[config.mk]
export PLATFORM = sky130hd
export DESIGN_NAME = nugs_cfg_regs
export DESIGN_NICKNAME = d
export VERILOG_FILES = /design/src/sv/nugs_pkg.sv /design/src/sv/nugs_cfg_regs.sv
export SDC_FILE = /design/constraint.sdc
export NUM_CORES = 1
export LEC_CHECK = 0
export ABC_CLOCK_PERIOD_IN_PS = 3300
export BUFFER_PORTS_ARGS = -buffer_cell sky130_fd_sc_hd__buf_2
export CORE_MARGIN = 4
export CORE_UTILIZATION = 46
export DETAILED_ROUTE_END_ITERATION = 10
export MAX_ROUTING_LAYER = met4
export PLACE_DENSITY = 0.91
export SLEW_MARGIN = 20
export SYNTH_ARGS = -nofsm -noshare
export SYNTH_HDL_FRONTEND = slang
export SYNTH_SLANG_ARGS = --single-unit
[constraint.sdc]
create_clock -name clk -period 3.3 [get_ports clk]
set_input_delay 0.66 -clock clk [delete_from_list [all_inputs] [get_ports clk]]
set_output_delay 0.66 -clock clk [all_outputs]
set_load 0.03 [all_outputs]
[src/sv/nugs_pkg.sv]
// package: widths, register map, reset values and config struct of the gradient sum unit
`default_nettype none

package nugs_pkg;

    // payload widths
    localparam int GRAD_W = 32;
    localparam int SUM_W  = 38;

    // parameter defaults
    localparam int DEF_MAX_WIDTH = 1024;
    localparam int DEF_MAX_SCALE = 8;

    // fixed height range and row counter width
    localparam int HEIGHT_LIMIT = 4096;
    localparam int ROW_W        = 12;

    // raw register widths
    localparam int SCALE_RAW_W  = 4;
    localparam int WIDTH_RAW_W  = 11;
    localparam int HEIGHT_RAW_W = 13;

    // clamped value widths, wide enough for the whole parameter range
    localparam int SCALE_EFF_W  = 5;
    localparam int WIDTH_EFF_W  = 14;
    localparam int HEIGHT_EFF_W = 13;

    // register reset values
    localparam logic [SCALE_RAW_W-1:0]  SCALE_RST  = 4'd2;
    localparam logic [WIDTH_RAW_W-1:0]  WIDTH_RST  = 11'd1024;
    localparam logic [HEIGHT_RAW_W-1:0] HEIGHT_RST = 13'd1024;

    // apb port
    localparam int APB_ADDR_W = 4;
    localparam int APB_DATA_W = 32;

    // register index, taken from paddr[3:2]
    typedef enum logic [1:0] {
        REG_SCALE  = 2'd0,
        REG_WIDTH  = 2'd1,
        REG_HEIGHT = 2'd2
    } nugs_reg_t;

    // clamped configuration and restart strobe
    typedef struct packed {
        logic [SCALE_EFF_W-1:0]  scale;
        logic [WIDTH_EFF_W-1:0]  width;
        logic [HEIGHT_EFF_W-1:0] height;
        logic                    restart;
    } nugs_cfg_t;

endpackage

`default_nettype wire

[src/sv/nugs_cfg_regs.sv]
// apb register file with range clamping of scale, width and height
`default_nettype none

module nugs_cfg_regs
    import nugs_pkg::*;
#(
    parameter int MAX_WIDTH = DEF_MAX_WIDTH,
    parameter int MAX_SCALE = DEF_MAX_SCALE
) (
    input  wire logic                  clk,
    input  wire logic                  rst_n,
    input  wire logic                  psel,
    input  wire logic                  penable,
    input  wire logic                  pwrite,
    input  wire logic [APB_ADDR_W-1:0] paddr,
    input  wire logic [APB_DATA_W-1:0] pwdata,
    output logic      [APB_DATA_W-1:0] prdata,
    output nugs_cfg_t                  cfg
);

    logic [SCALE_RAW_W-1:0]  scale_reg;
    logic [WIDTH_RAW_W-1:0]  width_reg;
    logic [HEIGHT_RAW_W-1:0] height_reg;
    logic                    wr_en;
    logic                    hit;
    nugs_reg_t               idx;

    assign wr_en = psel && penable && pwrite;
    assign idx   = nugs_reg_t'(paddr[3:2]);

    // address decode
    always_comb
    begin
        unique case (idx)
            REG_SCALE:  hit = 1'b1;
            REG_WIDTH:  hit = 1'b1;
            REG_HEIGHT: hit = 1'b1;
            default:    hit = 1'b0;
        endcase
    end

    // register writes
    always_ff @(posedge clk or negedge rst_n)
    begin
        if (!rst_n)
        begin
            scale_reg  <= SCALE_RST;
            width_reg  <= WIDTH_RST;
            height_reg <= HEIGHT_RST;
        end
        else if (wr_en)
        begin
            unique case (idx)
                REG_SCALE:  scale_reg  <= pwdata[SCALE_RAW_W-1:0];
                REG_WIDTH:  width_reg  <= pwdata[WIDTH_RAW_W-1:0];
                REG_HEIGHT: height_reg <= pwdata[HEIGHT_RAW_W-1:0];
                default:    ;
            endcase
        end
    end

    // read mux
    always_comb
    begin
        unique case (idx)
            REG_SCALE:  prdata = APB_DATA_W'(scale_reg);
            REG_WIDTH:  prdata = APB_DATA_W'(width_reg);
            REG_HEIGHT: prdata = APB_DATA_W'(height_reg);
            default:    prdata = '0;
        endcase
    end

    // clamp to the usable ranges
    always_comb
    begin
        priority if (scale_reg == '0)
            cfg.scale = SCALE_EFF_W'(1);
        else if (32'(scale_reg) > 32'(MAX_SCALE))
            cfg.scale = SCALE_EFF_W'(MAX_SCALE);
        else
            cfg.scale = SCALE_EFF_W'(scale_reg);

        priority if (width_reg == '0)
            cfg.width = WIDTH_EFF_W'(1);
        else if (32'(width_reg) > 32'(MAX_WIDTH))
            cfg.width = WIDTH_EFF_W'(MAX_WIDTH);
        else
            cfg.width = WIDTH_EFF_W'(width_reg);

        priority if (height_reg == '0)
            cfg.height = HEIGHT_EFF_W'(1);
        else if (32'(height_reg) > 32'(HEIGHT_LIMIT))
            cfg.height = HEIGHT_EFF_W'(HEIGHT_LIMIT);
        else
            cfg.height = height_reg;

        cfg.restart = wr_en && hit;
    end

endmodule

`default_nettype wire

### Yosys cells after proc, flatten, opt, wreduce, memory -nomap -nowiden

Index checks and enable logic that the tools add are counted.

* register bits after elaboration: 28
* bits in latches: 0
* bits in writable memories: 0
* memory bits (read-only): 0
* input bits: 41
* output and inout port bits: 65
* memories kept: 0

* $add $sub $neg: 0
* multiply operators: 0
* div/mod/pow operators: 0
* order comparisons: 3
* equality and inequality tests: 2
* shift operators: 0
* multiplexer cells: 8
* bitwise operators: 0
* reductions and logical operators: 11

Operator list (number)
* $pmux W13 S3: 1
* $mux W13: 2
* $mux W11: 2
* $gt A13 B13 Y1 const B: 1
* $logic_not A13 Y1: 1
* $gt A11 B11 Y1 const B: 1
* $logic_not A11 Y1: 1
* $mux W4: 2
* $reduce_and A2 Y1: 3
* $gt A4 B4 Y1 const B: 1
* $logic_not A4 Y1: 1
* $logic_and A1 B1 Y1: 3
* $reduce_or A3 Y1: 1
* $eq A2 B1 Y1 const B: 1
* $eq A2 B2 Y1 const B: 1
* $logic_not A2 Y1: 1
* $mux W1: 1

### Logic depth before layout (Yosys ltp)

* word-level depth: 4
* mapped depth: 5
* mapped depth without buffers: 3

### Least setup slack after synthesis

Ideal clock, no wire load.

* path kind: input to output
* start: input port paddr[2]
* end: output port prdata[3]
* arrival: 1.581 ns
* path slack: 1.059 ns
* cell stages on the path: 3
* cell sequence: buf_6 > mux2i_1 > o21ai_0

* word-level cells in the longest chain between the ends: 2

Ends and longest elaborated chain
* start: declaration: RTL line nugs_cfg_regs.sv:15 `input wire logic [APB_ADDR_W-1:0] paddr,`
* $eq A2 B2 Y1 (tied with other cells): RTL line nugs_cfg_regs.sv:65 `unique case (idx)`
* $pmux W13 S3 (*): RTL line nugs_cfg_regs.sv:65
* end: declaration: RTL line nugs_cfg_regs.sv:17 `output logic [APB_DATA_W-1:0] prdata,`

Every way passes the cells marked *; elsewhere a longest branch is shown, timed or not.

### Worst setup path after layout

* start: input port paddr[3]
* end: output port prdata[3]

The elaborated chain is that of the path after synthesis.

==> run metrics <==
status completed; crit-path max FO 10; layout cells sized above 1 48.6%; wire per inst 14.7 um; DR vias/cell 4.84; Die Span X 69.0 um; Slowest cell on crit path nor2b_1; Initial DRT Pass Iterations 4; largest net degree at the start of global routing 29; Avg Cell Area, Syn 11.1 um2; Cell Chain, Critical Path buf_2 > nor2b_1 > buf_4 > nand2_1 > o21ai_0 > buf_2; synthesized area 1710 um2; Final nets 250; Largest register FFs 13; vias in the first global route 1138; Final ANT Viol Nets 0; Worst Path Arrival 1.95 ns; clock slew at reported path FFs 0.09 ns; synth top area cells dfrtp_1, mux2_2, buf_4; Worst IR Drop VDD 0.343 mV; Setup TNS 0 ns; area grow syn2layout 15.6%; library cells used by synthesis 25; CTS Hold Bufs 0; die height 69.0 um; core area 3470 um2; Req. time, crit path 2.64 ns; # setup viols final 0; post-layout util 57.0%; maxcap violations 0; synth cell count leaders dfrtp_1, buf_4, mux2_2, nor2b_1, a22o_1; HP Class in2async; Fin. Hold Viols 0; number of diodes 0; CTS tree built; clk sinks 28; Max Root-Sink Buffers 2; Pwr per Cell Area 664 nW/um2; gr ovfl total 0; Synth async-reset ratio 100%; clock skew 0 ns; H-tree levels 1; Pleak 1.02 nW; total number of vias 1230; initial antenna violation count 0; CTS resizes 0; Largest stage delay, worst path 0.48 ns; CP most frequent cell buf_2; initial core utilization 49.3%; critical path class in2out; final period utilization 79.2%; ys flop type dfrtp_1; first-pass GRT wire length 5640 um; CTS root buffer clkbuf_8; post-synthesis instance total 154; cts bufs inserted 3; number of I/O pins 106; WL final 3740 um; Worst Max-Slew Pin Slew 0.941 ns; post-synthesis sequential area ratio 41.2%; RSZ-0062 raised after global routing false; GRT Overall Usage 16.3%; die footprint 4750 um2; f_max 383 MHz; fin crit period 2.61 ns; Synth top area share 36.6%; relative slew slack 37.0%; DP Wirelength 2920 um; R2R setup slack 2.30 ns; row count 21; yosys warns 0; GP Congestion 0.820; Iter 0 DRT Violations 36; drt drc 0; PortBufs 61; CP Launch Type input port; clock network latency to the later pin of the worst-skew pair 0.27 ns; Synth Register Bits 28; Post-synth EDFFs 0; Slew Viols, Final 0; CP endpoint kind output pin; setup bufs post-CTS 0; count leader, synth dfrtp_1; area leader, netlist dfrtp_1
==> stage by stage <==
stage          total power (W)  instances  hold slack [ns]  setup slack (ns)  instance area (um2)
2_1_floorplan         0.000971        176            0.364              1.06                 1790
3_3_place_gp           0.00110        250            0.516             0.722                 1920
3_5_place_dp           0.00112        250            0.530             0.690                 1920
4_1_cts                0.00132        254            0.405             0.689                 1980
5_1_grt                0.00138        254            0.439             0.555                 1980
6_report               0.00131        254            0.392             0.687                 1980
==> logic make-up (layout without fill, tap and decap cells) <==
| group | count (synthesis) | after routing | synth area share (%) |
|---|---|---|---|
| compound gates | 14 | 14 | 5.78 |
| buf+inv | 34 | 66 | 14.1 |
| flops | 28 | 28 | 41.2 |
| mux | 32 | 32 | 21.7 |
| other cells | 1 | 23 | 0.219 |
| simple gates | 45 | 45 | 17.0 |
==> critical path: cells and delay by family <==
kind / cells / cell delay, ns
AOI/OAI and AO/OA: 1 / 0.08
buffers and inverters: 3 / 0.66
and+or+nand+nor: 2 / 0.54
==> area by class of cell <==
class / count / area [um2]
Sequential cell: 28 / 704
Fill cell: 320 / 1490
Clock buffer: 4 / 55.1
Multi-Input combinational cell: 114 / 846
Timing Repair Buffer: 62 / 313
Tap cell: 46 / 57.6
==> placed cells by master (no fill, tap or decap), types with 4 or more instances in the layout <==
| cell | netlist | routed |
|---|---|---|
| mux2_4 | 4 | 4 |
| a22o_1 | 7 | 7 |
| nand2_1 | 4 | 4 |
| nor2_1 | 6 | 6 |
| mux2_2 | 24 | 24 |
| o21ai_0 | 4 | 4 |
| conb_1 | 1 | 23 |
| dfrtp_1 | 25 | 25 |
| mux2i_1 | 4 | 4 |
| buf_2 | 1 | 61 |
| clkbuf_8 | 0 | 4 |
| nor2b_1 | 23 | 23 |
==> worst paths after layout <==
check,from,end,depth (start not counted)
hold reg to reg,width_reg[0],width_reg[0],1
hold / removal,rst_n,width_reg[8],1
max in group asynchronous,rst_n,scale_reg[2],1
min in group clk,width_reg[0],width_reg[0],1
setup / recovery,paddr[3],prdata[3],6
setup reg to reg,height_reg[12],height_reg[12],1
==> routing by layer <==
layer | routed length [um] | vias to the layer above | global-route usage [%]
met1 | 1580 | 593 | 21.9
met4 | 12 | 0 | 2.92
met5 | 0 | - | -
met3 | 319 | 2 | 2.92
li1 | - | 586 | -
met2 | 1830 | 49 | 26.0
==> where the power goes <==
part / switching, W / leakage, nW / internal [W]
Combinational: 0.000370 / 0.652 / 0.000206
Clock: 0.0000990 / 0.0288 / 0.000107
Sequential: 0.000100 / 0.338 / 0.000430
Power figures use the tool's default switching activity.
